$ cat src/rtl/core/cxs_pkg.sv
`default_nettype none
package cxs_pkg;

  localparam int unsigned BYTE_W   = 8;
  localparam int unsigned PAYLD_W  = 64;
  localparam int unsigned LEN_W    = 4;
  localparam int unsigned POS_W    = 3;
  localparam int unsigned FNUM_W   = 6;
  localparam int unsigned FLAG_W   = 2;
  localparam int unsigned ID_W     = 29;
  localparam int unsigned CFG_IDX_W  = 3;
  localparam int unsigned CFG_DATA_W = 8;

  // Configuration register indexes.
  localparam logic [CFG_IDX_W-1:0] REG_PRIORITY = 3'd0;
  localparam logic [CFG_IDX_W-1:0] REG_SOURCE   = 3'd1;
  localparam logic [CFG_IDX_W-1:0] REG_MCAST    = 3'd2;
  localparam logic [CFG_IDX_W-1:0] REG_DEST     = 3'd3;
  localparam logic [CFG_IDX_W-1:0] REG_FUNC     = 3'd4;

  // Position flag codes: bit 1 marks the last frame, bit 0 the first.
  localparam logic [FLAG_W-1:0] FLAG_MIDDLE = 2'd0;
  localparam logic [FLAG_W-1:0] FLAG_FIRST  = 2'd1;
  localparam logic [FLAG_W-1:0] FLAG_LAST   = 2'd2;
  localparam logic [FLAG_W-1:0] FLAG_SINGLE = 2'd3;

  typedef struct packed {
    logic [1:0] priority_level;
    logic [5:0] source_node;
    logic [1:0] multicast_mode;
    logic [5:0] destination_node;
    logic [4:0] function_code;
  } cfg_t;

  // One packed frame waiting for its identifier.
  typedef struct packed {
    logic [FLAG_W-1:0]  flag;
    logic [FNUM_W-1:0]  frame_number;
    logic [LEN_W-1:0]   data_length;
    logic [PAYLD_W-1:0] payload;
  } frame_t;

  // Handshake between the queue and its neighbors.
  typedef struct packed {
    logic valid;
    logic ready;
  } hs_t;

endpackage
`default_nettype wire

$ cat src/rtl/core/cxs_in_if.sv
`default_nettype none
interface cxs_in_if;
  logic                      valid;
  logic                      ready;
  logic [cxs_pkg::BYTE_W-1:0] data_byte;
  logic                      last_byte;

  modport source (output valid, output data_byte, output last_byte, input ready);
  modport sink   (input valid, input data_byte, input last_byte, output ready);
endinterface
`default_nettype wire

$ cat src/rtl/core/cxs_out_if.sv
`default_nettype none
interface cxs_out_if;
  logic                        valid;
  logic                        ready;
  logic [cxs_pkg::ID_W-1:0]    can_id;
  logic [cxs_pkg::LEN_W-1:0]   data_length;
  logic [cxs_pkg::PAYLD_W-1:0] payload;

  modport source (output valid, output can_id, output data_length, output payload,
                  input ready);
  modport sink   (input valid, input can_id, input data_length, input payload,
                  output ready);
endinterface
`default_nettype wire

$ cat src/rtl/core/cxs_cfg_if.sv
`default_nettype none
interface cxs_cfg_if;
  logic                           valid;
  logic                           ready;
  logic [cxs_pkg::CFG_IDX_W-1:0]  index;
  logic [cxs_pkg::CFG_DATA_W-1:0] data;

  modport source (output valid, output index, output data, input ready);
  modport sink   (input valid, input index, input data, output ready);
endinterface
`default_nettype wire

$ cat src/rtl/core/cxs_packer.sv
`default_nettype none
module cxs_packer (
  input  wire logic            clk,
  input  wire logic            rst_n,
  cxs_in_if.sink               in_ch,
  input  wire logic            q_ready,
  output cxs_pkg::frame_t      q_frame,
  output logic                 q_valid
);

  logic [cxs_pkg::PAYLD_W-1:0] buf_r, buf_nxt;
  logic [cxs_pkg::POS_W-1:0]   held_r, held_nxt;
  logic [cxs_pkg::FNUM_W-1:0]  fnum_r, fnum_nxt;
  logic                        start_r, start_nxt;
  logic [cxs_pkg::PAYLD_W-1:0] merged;
  logic                        accept;
  logic                        frame_done;

  assign in_ch.ready = q_ready;
  assign accept      = in_ch.valid && in_ch.ready;
  assign frame_done  = in_ch.last_byte || (held_r == {cxs_pkg::POS_W{1'b1}});
  assign merged      = buf_r | ({{(cxs_pkg::PAYLD_W-cxs_pkg::BYTE_W){1'b0}}, in_ch.data_byte}
                                << {held_r, 3'b000});

  assign q_valid              = accept && frame_done;
  assign q_frame.flag         = {in_ch.last_byte, start_r};
  assign q_frame.frame_number = fnum_r;
  assign q_frame.data_length  = {1'b0, held_r} + 4'd1;
  assign q_frame.payload      = merged;

  always_comb begin
    buf_nxt   = buf_r;
    held_nxt  = held_r;
    fnum_nxt  = fnum_r;
    start_nxt = start_r;
    if (accept) begin
      if (!frame_done) begin
        buf_nxt  = merged;
        held_nxt = held_r + 3'd1;
      end else begin
        buf_nxt  = '0;
        held_nxt = '0;
        if (in_ch.last_byte) begin
          fnum_nxt  = '0;
          start_nxt = 1'b1;
        end else begin
          fnum_nxt  = fnum_r + 6'd1;
          start_nxt = 1'b0;
        end
      end
    end
  end

  always_ff @(posedge clk) begin
    if (!rst_n) begin
      buf_r   <= '0;
      held_r  <= '0;
      fnum_r  <= '0;
      start_r <= 1'b1;
    end else begin
      buf_r   <= buf_nxt;
      held_r  <= held_nxt;
      fnum_r  <= fnum_nxt;
      start_r <= start_nxt;
    end
  end

endmodule
`default_nettype wire

$ cat src/rtl/core/cxs_queue.sv
`default_nettype none
module cxs_queue (
  input  wire logic             clk,
  input  wire logic             rst_n,
  input  wire logic             push,
  input  wire cxs_pkg::frame_t  push_frame,
  output logic                  push_ready,
  input  wire logic             pop,
  output cxs_pkg::frame_t       pop_frame,
  output cxs_pkg::hs_t          status
);

  cxs_pkg::frame_t mem_r [2];
  logic       wr_ptr_r, wr_ptr_nxt;
  logic       rd_ptr_r, rd_ptr_nxt;
  logic [1:0] count_r, count_nxt;
  logic       do_push, do_pop;

  assign push_ready   = (count_r != 2'd2);
  assign status.valid = (count_r != 2'd0);
  assign status.ready = push_ready;
  assign pop_frame    = mem_r[rd_ptr_r];
  assign do_push      = push && push_ready;
  assign do_pop       = pop && status.valid;

  always_comb begin
    wr_ptr_nxt = wr_ptr_r ^ do_push;
    rd_ptr_nxt = rd_ptr_r ^ do_pop;
    count_nxt  = count_r;
    if (do_push && !do_pop) begin
      count_nxt = count_r + 2'd1;
    end else if (do_pop && !do_push) begin
      count_nxt = count_r - 2'd1;
    end
  end

  always_ff @(posedge clk) begin
    if (do_push) begin
      mem_r[wr_ptr_r] <= push_frame;
    end
  end

  always_ff @(posedge clk) begin
    if (!rst_n) begin
      wr_ptr_r <= 1'b0;
      rd_ptr_r <= 1'b0;
      count_r  <= '0;
    end else begin
      wr_ptr_r <= wr_ptr_nxt;
      rd_ptr_r <= rd_ptr_nxt;
      count_r  <= count_nxt;
    end
  end

endmodule
`default_nettype wire

$ cat src/rtl/core/cxs_framer.sv
`default_nettype none
module cxs_framer (
  input  wire logic             clk,
  input  wire logic             rst_n,
  input  wire cxs_pkg::cfg_t    cfg,
  input  wire cxs_pkg::hs_t     q_status,
  input  wire cxs_pkg::frame_t  q_frame,
  output logic                  q_pop,
  cxs_out_if.source             out_ch
);

  logic                        valid_r, valid_nxt;
  logic [cxs_pkg::ID_W-1:0]    id_r;
  logic [cxs_pkg::LEN_W-1:0]   len_r;
  logic [cxs_pkg::PAYLD_W-1:0] payload_r;
  logic                        slot_free;

  // The output register takes a new frame when empty or when its frame leaves.
  assign slot_free = !valid_r || out_ch.ready;
  assign q_pop     = q_status.valid && slot_free;

  always_comb begin
    valid_nxt = valid_r;
    if (slot_free) begin
      valid_nxt = q_status.valid;
    end
  end

  always_ff @(posedge clk) begin
    if (q_pop) begin
      id_r      <= {cfg.priority_level, cfg.source_node, cfg.multicast_mode,
                    cfg.destination_node, q_frame.flag, q_frame.frame_number,
                    cfg.function_code};
      len_r     <= q_frame.data_length;
      payload_r <= q_frame.payload;
    end
  end

  always_ff @(posedge clk) begin
    if (!rst_n) begin
      valid_r <= 1'b0;
    end else begin
      valid_r <= valid_nxt;
    end
  end

  assign out_ch.valid       = valid_r;
  assign out_ch.can_id      = id_r;
  assign out_ch.data_length = len_r;
  assign out_ch.payload     = payload_r;

endmodule
`default_nettype wire

$ cat src/rtl/core/can_extended_id_segmenter_core.sv
`default_nettype none
// CAN extended-identifier segmenter.
// in_ch carries one message byte per transaction with last_byte set on the
// final byte. The bytes are packed, first byte lowest, into CAN data frames of
// up to eight bytes; a frame goes out on out_ch when its eighth byte arrives or
// the message ends, with unused payload bytes zero.
// can_id holds priority, source, multicast, destination, a position flag
// (3 single, 1 first, 2 last, 0 middle), a 6-bit wrapping frame number and the
// function code. cfg_ch writes the five header registers by index (0 priority,
// 1 source, 2 multicast, 3 destination, 4 function); writes are always taken,
// indexes above 4 are dropped, and writes belong to idle periods.
// Throughput: one byte per cycle while the frame queue has room. After the
// transaction of its closing byte, a frame passes through the two-entry frame
// queue and then the output register before it appears on out_ch.
// When out_ch stalls, the output register holds its frame, the queue absorbs
// up to two more frames, and in_ch.ready drops only while the queue is full.
// Reset (rst_n low, synchronous) empties the queue and output register, clears
// the partial frame and frame number, and loads the register reset values
// (priority 2, source 1, multicast 0, destination 10, function 0).
module can_extended_id_segmenter_core (
  input  wire logic  clk,
  input  wire logic  rst_n,
  cxs_in_if.sink     in_ch,
  cxs_out_if.source  out_ch,
  cxs_cfg_if.sink    cfg_ch
);

  cxs_pkg::cfg_t   cfg_r, cfg_nxt;
  cxs_pkg::frame_t push_frame;
  cxs_pkg::frame_t pop_frame;
  cxs_pkg::hs_t    q_status;
  logic            push;
  logic            push_ready;
  logic            pop;

  assign cfg_ch.ready = 1'b1;

  always_comb begin
    cfg_nxt = cfg_r;
    if (cfg_ch.valid) begin
      case (cfg_ch.index)
        cxs_pkg::REG_PRIORITY: cfg_nxt.priority_level   = cfg_ch.data[1:0];
        cxs_pkg::REG_SOURCE:   cfg_nxt.source_node      = cfg_ch.data[5:0];
        cxs_pkg::REG_MCAST:    cfg_nxt.multicast_mode   = cfg_ch.data[1:0];
        cxs_pkg::REG_DEST:     cfg_nxt.destination_node = cfg_ch.data[5:0];
        cxs_pkg::REG_FUNC:     cfg_nxt.function_code    = cfg_ch.data[4:0];
        default: cfg_nxt = cfg_r;
      endcase
    end
  end

  always_ff @(posedge clk) begin
    if (!rst_n) begin
      cfg_r.priority_level   <= 2'd2;
      cfg_r.source_node      <= 6'd1;
      cfg_r.multicast_mode   <= 2'd0;
      cfg_r.destination_node <= 6'd10;
      cfg_r.function_code    <= 5'd0;
    end else begin
      cfg_r <= cfg_nxt;
    end
  end

  cxs_packer u_packer (
    .clk     (clk),
    .rst_n   (rst_n),
    .in_ch   (in_ch),
    .q_ready (push_ready),
    .q_frame (push_frame),
    .q_valid (push)
  );

  cxs_queue u_queue (
    .clk        (clk),
    .rst_n      (rst_n),
    .push       (push),
    .push_frame (push_frame),
    .push_ready (push_ready),
    .pop        (pop),
    .pop_frame  (pop_frame),
    .status     (q_status)
  );

  cxs_framer u_framer (
    .clk      (clk),
    .rst_n    (rst_n),
    .cfg      (cfg_r),
    .q_status (q_status),
    .q_frame  (pop_frame),
    .q_pop    (pop),
    .out_ch   (out_ch)
  );

endmodule
`default_nettype wire
$ cat src/flat_wrapper.sv
// flat-port wrapper written by rule: the top's interface ports become plain ports
module can_extended_id_segmenter_core_flat 
  (clk, rst_n, in_ch_valid, in_ch_data_byte, in_ch_last_byte, in_ch_ready, out_ch_valid, out_ch_can_id, out_ch_data_length, out_ch_payload, out_ch_ready, cfg_ch_valid, cfg_ch_index, cfg_ch_data, cfg_ch_ready);
  cxs_in_if in_ch_i ();
  cxs_out_if out_ch_i ();
  cxs_cfg_if cfg_ch_i ();
  input  wire logic clk;
  input  wire logic rst_n;
  input wire logic [$bits(in_ch_i.valid)-1:0] in_ch_valid;
  input wire logic [$bits(in_ch_i.data_byte)-1:0] in_ch_data_byte;
  input wire logic [$bits(in_ch_i.last_byte)-1:0] in_ch_last_byte;
  output wire logic [$bits(in_ch_i.ready)-1:0] in_ch_ready;
  output wire logic [$bits(out_ch_i.valid)-1:0] out_ch_valid;
  output wire logic [$bits(out_ch_i.can_id)-1:0] out_ch_can_id;
  output wire logic [$bits(out_ch_i.data_length)-1:0] out_ch_data_length;
  output wire logic [$bits(out_ch_i.payload)-1:0] out_ch_payload;
  input wire logic [$bits(out_ch_i.ready)-1:0] out_ch_ready;
  input wire logic [$bits(cfg_ch_i.valid)-1:0] cfg_ch_valid;
  input wire logic [$bits(cfg_ch_i.index)-1:0] cfg_ch_index;
  input wire logic [$bits(cfg_ch_i.data)-1:0] cfg_ch_data;
  output wire logic [$bits(cfg_ch_i.ready)-1:0] cfg_ch_ready;
  assign in_ch_i.valid = in_ch_valid;
  assign in_ch_i.data_byte = in_ch_data_byte;
  assign in_ch_i.last_byte = in_ch_last_byte;
  assign in_ch_ready = in_ch_i.ready;
  assign out_ch_valid = out_ch_i.valid;
  assign out_ch_can_id = out_ch_i.can_id;
  assign out_ch_data_length = out_ch_i.data_length;
  assign out_ch_payload = out_ch_i.payload;
  assign out_ch_i.ready = out_ch_ready;
  assign cfg_ch_i.valid = cfg_ch_valid;
  assign cfg_ch_i.index = cfg_ch_index;
  assign cfg_ch_i.data = cfg_ch_data;
  assign cfg_ch_ready = cfg_ch_i.ready;
  can_extended_id_segmenter_core u_core (.clk(clk), .rst_n(rst_n), .in_ch(in_ch_i), .out_ch(out_ch_i), .cfg_ch(cfg_ch_i));
endmodule
$ cat config.mk
export PLATFORM = sky130hd
export DESIGN_NAME = can_extended_id_segmenter_core_flat
export DESIGN_NICKNAME = d
export VERILOG_FILES = /design/src/rtl/core/cxs_pkg.sv /design/src/rtl/core/cxs_in_if.sv /design/src/rtl/core/cxs_out_if.sv /design/src/rtl/core/cxs_cfg_if.sv /design/src/rtl/core/cxs_packer.sv /design/src/rtl/core/cxs_queue.sv /design/src/rtl/core/cxs_framer.sv /design/src/rtl/core/can_extended_id_segmenter_core.sv /design/src/flat_wrapper.sv
export SDC_FILE = /design/constraint.sdc
export NUM_CORES = 1
export LEC_CHECK = 0
export BUFFER_PORTS_ARGS = -buffer_cell sky130_fd_sc_hd__buf_2
export CORE_ASPECT_RATIO = 0.9
export CORE_MARGIN = 2
export CORE_UTILIZATION = 53
export DETAILED_ROUTE_END_ITERATION = 12
export GPL_TIMING_DRIVEN = 0
export PLACE_DENSITY = 0.86
export RECOVER_POWER = 50
export SLEW_MARGIN = 30
export SYNTH_ARGS = -nofsm -noshare
export SYNTH_HDL_FRONTEND = slang
export SYNTH_SLANG_ARGS = --single-unit
$ cat constraint.sdc
create_clock -name clk -period 5.88 [get_ports clk]
set_input_delay 0.882 -clock clk [delete_from_list [all_inputs] [get_ports clk]]
set_output_delay 0.882 -clock clk [all_outputs]
set_load 0.02 [all_outputs]
==> out/metrics.yaml, run 1 <==
outcome:
  status: "completed"
critical_path:
  required_ns: 6.01
  cp_slowest_cell: "clkbuf_1"
  cp_num_buf_inv: 2
  crit_fanout: 28
  arrival_ns: 3.74
  crit_chain: "nor2_1, nor2_1, clkbuf_1, clkbuf_1"
  cp-start-kind: "flip-flop"
  critical-path-max-stage-delay_ns: 1.10
  cp_top_family: "buffers and inverters"
  end_kind: "flip-flop"
  path_class: "reg2reg"
sta:
  slew_headroom_pct: 6.09
  slew_violations: 0
  final-setup-viol-count: 0
  finClkSkew_ns: 0.0199
  tightest_slew_ns: 1.41
  rsz0062_at_grt: "no"
  hold_violations: 0
  fmax_mhz: 277
  period_share_pct: 61.4
  min_period_ns: 3.61
  fin_setup_tns_ns: 0
final_layout:
  nets: 991
  drive_above_1_share_pct: 24.8
  antenna_cells: 0
  fin_area_um2: 14800
  synthToLayoutAreaGrowth_pct: 17.3
global_routing:
  grt_pass1_vias: 7056
  grt_max_degree: 29
  antenna_found_initial: 1
  track_usage_pct: 20.0
  grt_pass1_wl_um: 38800
  grt-ovfl-total: 0
synth:
  avgSynthCellArea_um2: 15.7
  synth_top_family_by_area: "multiplexers"
  ys_seq_elements: 349
  yosysTopAreaCellShare_pct: 59.2
  synth_most_common_cell: "edfxtp_1"
  synth-compound-area-share_pct: 7.68
  synth-adder-area-share_pct: 0.594
  synth_common_cells: "249 x edfxtp_1, 100 x dfxtp_1, 76 x mux2_2"
  syn-num-nets: 834
  synthTopCellsByArea: "edfxtp_1 59%, dfxtp_1 16%, mux2_2 6.8%"
  synth_area_leader_cell: "edfxtp_1"
  synth_xor_area_share_pct: 0.416
  syn_inst: 803
  synth_edf_count: 249
  synthDistinctLibCells: 42
  async_flop_share_pct: 0
  ys.flop_type: "edfxtp_1"
  synthMuxAreaShare_pct: 8.44
  ys_seq_area_share_pct: 75.0
  netlist_area_um2: 12600
  ys_warn_count: 0
  synth-simple-area-share_pct: 5.46
drt:
  avgViaCountPerCell: 5.67
  vias: 7298
  drt_wl_total_um: 25400
  drc: 0
  wire_per_inst_um: 19.7
  drt-pass1-iter-count: 5
  drt-initial-drc-count: 795
  ant_nets: 0
floorplan:
  die_h_um: 150
  pin_count: 125
  core_area_um2: 23400
  num_rows: 53
  die_w_um: 167
  die_area_um2: 25100
  start_util_pct: 54.0
clock_network:
  hold_buffers: 0
  cts_buffer_depth: 3
  cts_made_buffers: 34
  cts_tree: "done"
  post-cts-setup-buffer-count: 0
  cts-root-buf: "clkbuf_16"
  cts_resized: 0
  clk_transition_reported_paths_ns: 0.06
  htreeDepth: 2
  clk_latency_ns: 0.53
  cts.sinks: 349
placement:
  dpl-instance-area_um2: 13800
  hpwl_um: 16400
  gp_congestion: 0.845
  io_buffers: 113
power:
  leakagePower_nw: 5.75
  p_per_area_nw_per_um2: 463
  peakVddDrop_uv: 353
hold_path:
  worst_hold_path_type: "reg2reg"
job:
  max-cap-violations: 0
[metrics by stage]
step	setup WS (ns)	power (mW)	instances	hold WS (ns)	utilization [%]
final	2.27	6.87	1288	0.415	63.3
after global routing	1.93	7.13	1288	0.439	63.3
after CTS	3.29	7.03	1288	0.419	64.0
after detailed placement	3.08	4.79	1226	0.417	58.9
after global placement	0.108	4.67	1218	0.411	58.0
after floorplan	1.30	4.24	803	0.408	-
[flip-flops by register name (all words and copies together) (netlist names), 2 cells and up]
register / count
u_core.u_framer.out_ch.payload: 64
u_core.u_framer.out_ch.data_length: 4
u_core.u_queue.mem_r: 152
u_core.u_packer.held_r: 3
u_core.cfg_r: 21
u_core.u_packer.buf_r: 64
u_core.u_framer.out_ch.can_id: 29
u_core.u_packer.fnum_r: 6
u_core.u_queue.count_r: 2
[worst register-to-register path, stage by stage, from the launching register on]
cell and delay, ns:
dfxtp_1 0.49, nor2_1 0.08, nor2_1 0.55, clkbuf_1 0.98, clkbuf_1 1.10
[power breakdown]
part | total [mW] | switching [mW] | leakage (nW) | internal (mW)
registers | 3.22 | 0.0900 | 3.15 | 3.13
clock network | 2.24 | 0.905 | 0.585 | 1.33
logic | 1.40 | 0.956 | 2.01 | 0.446
[path summary, 6_finish.rpt]
check                            start                            endpoint  slack (ns)  cells past startpoint
min reg2reg           u_core.cfg_r[15]   u_core.u_framer.out_ch.can_id[23]        0.42                      0
min                   u_core.cfg_r[15]   u_core.u_framer.out_ch.can_id[23]        0.42                      0
max reg2reg  u_core.u_queue.count_r[0]  u_core.u_framer.out_ch.payload[57]        2.27                      4
max          u_core.u_queue.count_r[0]  u_core.u_framer.out_ch.payload[57]        2.27                      4
[cell usage in the layout (no fill, tap or decap), types with 2 or more instances in the layout]
cell type    n
inv_6        2
ha_4         2
and3_1       2
clkbuf_16   39
nor2b_1     20
bufinv_16    2
buf_1        6
nand4_1      2
xor2_1       3
nor3_1       4
clkbuf_8     3
nor3b_1      3
nor2_1      73
buf_2      116
ha_1         4
clkinv_2     8
o21ai_0      5
mux2_2      60
nand2_1     16
edfxtp_1   249
buf_4        4
nor4b_1      3
buf_12       4
mux2i_1     21
xnor2_1      3
clkbuf_1    54
a21oi_1      4
dfxtp_1    100
nand3_1      3
mux2_1      16
a31oi_1     66
a21o_1      65
inv_1        6
[routing by layer]
metal / part of all wire [%] / up-vias / routed length, um / track usage (%)
li1: - / 3313 / - / -
met1: 40 / 3557 / 10200 / 26.2
met2: 49 / 348 / 12500 / 33.6
met3: 7.7 / 80 / 1950 / 3.86
met4: 3.2 / 0 / 825 / 7.41
met5: 0 / - / 0 / 0
[layout make-up]
cell class                      count  area, um^2
Buffer                             58         241
Clock buffer                       47        1040
Clock inverter                     15         145
Fill cell                        1617        8590
Inverter                            7        28.8
Multi-Input combinational cell    389        2850
Sequential cell                   349        9480
Tap cell                          302         378
Timing Repair Buffer              121         656
[cells by family (layout without fill, tap and decap cells)]
logic type               count (synthesis)  in the layout
adder cells (fa/ha/maj)                  6              6
buffers and inverters                   65            248
XOR/XNOR                                 6              6
other                                    1              1
multiplexers                            97             97
flip-flops                             349            349
AND/OR/NAND/NOR                        136            136
AO/OA/AOI/OAI                          143            143
Power figures use the tool's default switching activity.
==> inputs of run 2 (changes only) <==
CORE_UTILIZATION = 55   (was 53)
PLACE_DENSITY = 0.85   (was 0.86)
clock period = 3.47 ns   (was 5.88 ns; I/O delays follow)
==> out/metrics.yaml, run 2 (synthesis results as in run 1) <==
sta:
  postLayoutSetupSlackWorst_ns: 0.775
  slew_violations: 13
  fmax_mhz: 371
  finClkSkew_ns: 0.0107
  min_period_ns: 2.70
  final-setup-viol-count: 0
  period_share_pct: 77.7
  slew_headroom_pct: -3.72
  rsz0062_at_grt: "no"
  hold_violations: 0
  tightest_slew_ns: 1.55
floorplan:
  core_area_um2: 22500
  start_util_pct: 56.1
  die_h_um: 148
  num_rows: 52
  die_w_um: 164
  pin_count: 125
  die_area_um2: 24200
critical_path:
  required_ns: 3.95
  arrival_ns: 3.17
  end_kind: "flip-flop"
  crit_fanout: 14
  cp-start-kind: "flip-flop"
  path_class: "reg2reg"
final_layout:
  antenna_cells: 0
  synthToLayoutAreaGrowth_pct: 15.7
  largest_register_ffs: 152
  layout_commonest_cell: "edfxtp_1"
  nFillCells: 1624
  top_register: "u_core.u_queue.mem_r"
  drive_above_1_share_pct: 16.2
  layout_common_cells: "249 x edfxtp_1, 140 x clkbuf_1, 100 x dfxtp_1"
  nets: 986
outcome:
  status: "complete, but fails checks"
  violations: "max-capacitance violations, max-slew violations"
clock_network:
  post-cts-setup-buffer-count: 0
  htreeDepth: 1
  clk_latency_ns: 0.55
  cts_resized: 0
  cts_made_buffers: 31
  cts.sinks: 349
  cts_buffer_depth: 3
  clk_transition_reported_paths_ns: 0.06
  hold_buffers: 0
  cts-root-buf: "clkbuf_16"
  cts_tree: "done"
drt:
  drc: 0
  drt_wl_total_um: 25100
  drt-pass1-iter-count: 5
  drt-initial-drc-count: 695
  avgViaCountPerCell: 5.66
  ant_nets: 0
  wire_per_inst_um: 19.7
  vias: 7228
placement:
  io_buffers: 113
  hpwl_um: 16400
  pre_cts_ws_ns: 0.857
  gp_congestion: 0.828
power:
  p_per_area_nw_per_um2: 775
  leakagePower_nw: 5.46
  fin_total_pwr_mw: 11.3
  peakVddDrop_uv: 450
hold_path:
  worst_hold_path_type: "in2reg"
global_routing:
  track_usage_pct: 20.7
  grt_pass1_vias: 7202
  antenna_found_initial: 0
  grt_pass1_wl_um: 38800
  grt_max_degree: 42
  grt-ovfl-total: 0
job:
  max-cap-violations: 1
## run 2: cell types whose count changed in the layout (fill, tap and decap cells not counted), moves of 6 or more
cell	previous run	this run
buf_2	116	26
clkbuf_1	54	140
mux2_1	16	6
mux2_2	60	70
clkbuf_16	39	32
clkinv_1	1	7
## run 2: worst max-delay path, cell delays in order (launching register included)
cell	delay (ns)
dfxtp_1	0.42
nor2_1	0.06
nor2_1	1.15
inv_1	0.11
ha_1	0.37
or3_1	0.35
a21boi_0	0.15
## run 2: path summary, 6_finish.rpt
path,cells past startpoint,to,slack [ns],start
min reg2reg,0,u_core.u_framer.out_ch.can_id[18],0.43,u_core.cfg_r[10]
max reg2reg,6,u_core.u_queue.count_r[1],0.77,u_core.u_queue.count_r[0]
max,6,u_core.u_queue.count_r[1],0.77,u_core.u_queue.count_r[0]
min,3,u_core.cfg_r[8],0.22,cfg_ch_data[3]
## run 2: layout make-up
| class | instances | area, um^2 | area share [%] |
|---|---|---|---|
| Buffer | 58 | 250 | 1.71 |
| Clock buffer | 43 | 902 | 6.17 |
| Clock inverter | 14 | 136 | 0.933 |
| Inverter | 7 | 28.8 | 0.197 |
| Multi-Input combinational cell | 389 | 2860 | 19.6 |
| Sequential cell | 349 | 9480 | 64.9 |
| Tap cell | 297 | 372 | 2.54 |
| Timing Repair Buffer | 119 | 589 | 4.03 |
## run 2: metrics by stage
step	setup TNS [ns]	cell area, um^2	hold slack [ns]	util, %	instances
after floorplan	0	12600	0.408	-	803
after global placement	-140.31	13600	0.412	60.3	1213
after detailed placement	0	13800	0.417	61.1	1219
after CTS	0	14800	0.198	65.7	1276
after global routing	0	14600	0.219	64.9	1276
final	0	14600	0.221	64.9	1276
## run 2: layer usage
layer	global-route usage, %	part of all wire, %	up-vias
li1	-	-	3297
met1	27.9	41	3572
met2	34.6	49	301
met3	3.56	7.1	58
met4	6.89	3.0	0
met5	0	0	-
## run 2: where the power goes
part	switching, mW	internal [mW]	leakage [nW]
Sequential	0.170	5.29	3.15
Combinational	1.61	0.796	1.80
Clock	1.43	2.02	0.512
Total	3.21	8.11	5.46
==> inputs of run 3 (changes only) <==
CORE_UTILIZATION = 53   (was 55)
PLACE_DENSITY = 0.86   (was 0.85)
clock period = 2.34 ns   (was 3.47 ns; I/O delays follow)
==> out/metrics.yaml, run 3 (synthesis results as in run 1) <==
critical_path:
  path_class: "reg2reg"
  cp-start-kind: "flip-flop"
  arrival_ns: 2.47
  end_kind: "flip-flop"
  crit_fanout: 35
  required_ns: 2.57
placement:
  hpwl_um: 15900
  io_buffers: 113
  dpl.cell_count: 1224
  dpl-instance-area_um2: 13800
  gp_congestion: 0.815
floorplan:
  pin_count: 125
  die_w_um: 167
  core_area_um2: 23400
  die_area_um2: 25100
  start_util_pct: 54.0
  num_rows: 53
  die_h_um: 150
final_layout:
  antenna_cells: 0
  fin_area_um2: 14600
  layout_common_cells: "249 x edfxtp_1, 138 x clkbuf_1, 99 x dfxtp_1"
  finalCoreUtilization_pct: 62.4
  synthToLayoutAreaGrowth_pct: 15.7
  largest_register_ffs: 152
  layout_commonest_cell: "edfxtp_1"
  top_register: "u_core.u_queue.mem_r"
  drive_above_1_share_pct: 17.7
  final_cells: 1285
  nets: 990
clock_network:
  hold_buffers: 0
  cts.sinks: 349
  clk_latency_ns: 0.55
  clk_transition_reported_paths_ns: 0.07
  cts_tree: "done"
  cts_buffer_depth: 3
  cts-root-buf: "clkbuf_16"
  htreeDepth: 1
  cts_made_buffers: 31
sta:
  final-setup-viol-count: 0
  fmax_mhz: 447
  tightest_slew_ns: 1.02
  slew_headroom_pct: 31.2
  rsz0062_at_grt: "no"
  hold_violations: 0
  finClkSkew_ns: 0.00763
  slew_violations: 0
  holdWs_ns: 0.0787
  min_period_ns: 2.24
  period_share_pct: 95.6
global_routing:
  grt_pass1_wl_um: 40100
  grt-ovfl-total: 0
  track_usage_pct: 20.6
  grt_max_degree: 36
  antenna_found_initial: 1
  grt_pass1_vias: 7301
power:
  leakagePower_nw: 5.47
  fin_total_pwr_mw: 16.5
  p_per_area_nw_per_um2: 1130
  peakVddDrop_uv: 753
hold_path:
  worst_hold_path_type: "in2reg"
drt:
  wire_per_inst_um: 20.2
  drt_wl_total_um: 26000
  ant_nets: 0
  avgViaCountPerCell: 5.72
  drt-initial-drc-count: 921
  drt-pass1-iter-count: 5
  vias: 7349
  drc: 0
outcome:
  status: "completed"
job:
  max-cap-violations: 0
-- run 3: changes by cell type in the layout (fill, tap and decap cells not counted), moves of 3 or more --
cell and delta:
bufinv_16 -3, clkinv_2 +4, clkinv_1 -6, clkbuf_8 +5, clkbuf_2 +4, nor2_1 -3
-- run 3: cell type report --
class                           count  area (um^2)
Sequential cell                   349         9480
Multi-Input combinational cell    389         2880
Clock buffer                       47          946
Clock inverter                     10         50.0
Fill cell                        1658         8790
Buffer                             58          250
Timing Repair Buffer              123          599
Tap cell                          302          378
Inverter                            7         28.8
-- run 3: through the flow --
step                      worst slack (ns)  TNS (ns)
final                                0.104         0
after global routing                0.0197         0
after CTS                           0.0140         0
after detailed placement            -0.361    -32.10
after global placement               -1.22   -117.58
after floorplan                     -0.608     -1.52
-- run 3: worst max-delay path: stages (launching register included) --
cell	delay, ns
dfxtp_1	0.34
ha_1	0.16
ha_1	0.36
nor2_4	0.10
nor2_2	0.27
ha_4	0.39
buf_12	0.26
-- run 3: final timing paths --
| kind | from | to | slack, ns | depth (start not counted) |
|---|---|---|---|---|
| worst max-delay path | u_core.u_packer.held_r[1] | u_core.u_queue.mem_r[0][52] | 0.10 | 6 |
| worst min-delay path | cfg_ch_data[3] | u_core.cfg_r[8] | 0.08 | 3 |
| worst max register to register | u_core.u_packer.held_r[1] | u_core.u_queue.mem_r[0][52] | 0.10 | 6 |
| worst min register to register | u_core.cfg_r[9] | u_core.u_framer.out_ch.can_id[17] | 0.43 | 0 |
-- run 3: routing by layer --
metal	wire, um	track usage, %	vias to the layer above
met5	13	0	-
met2	12700	34.6	335
met4	784	8.02	2
met3	2060	4.36	67
li1	-	-	3312
met1	10400	26.6	3633
-- run 3: report_power, final --
group | switching (mW) | internal [mW]
Clock | 2.11 | 2.77
Combinational | 2.43 | 1.07
Sequential | 0.245 | 7.86
-- run 3: timing repair --
action,CTS,global route
setup buffers,4,0
setup endpoints to repair,153,135
endpoints found under the hold margin,0,0
resized for setup,1,2
pin swaps,2,0
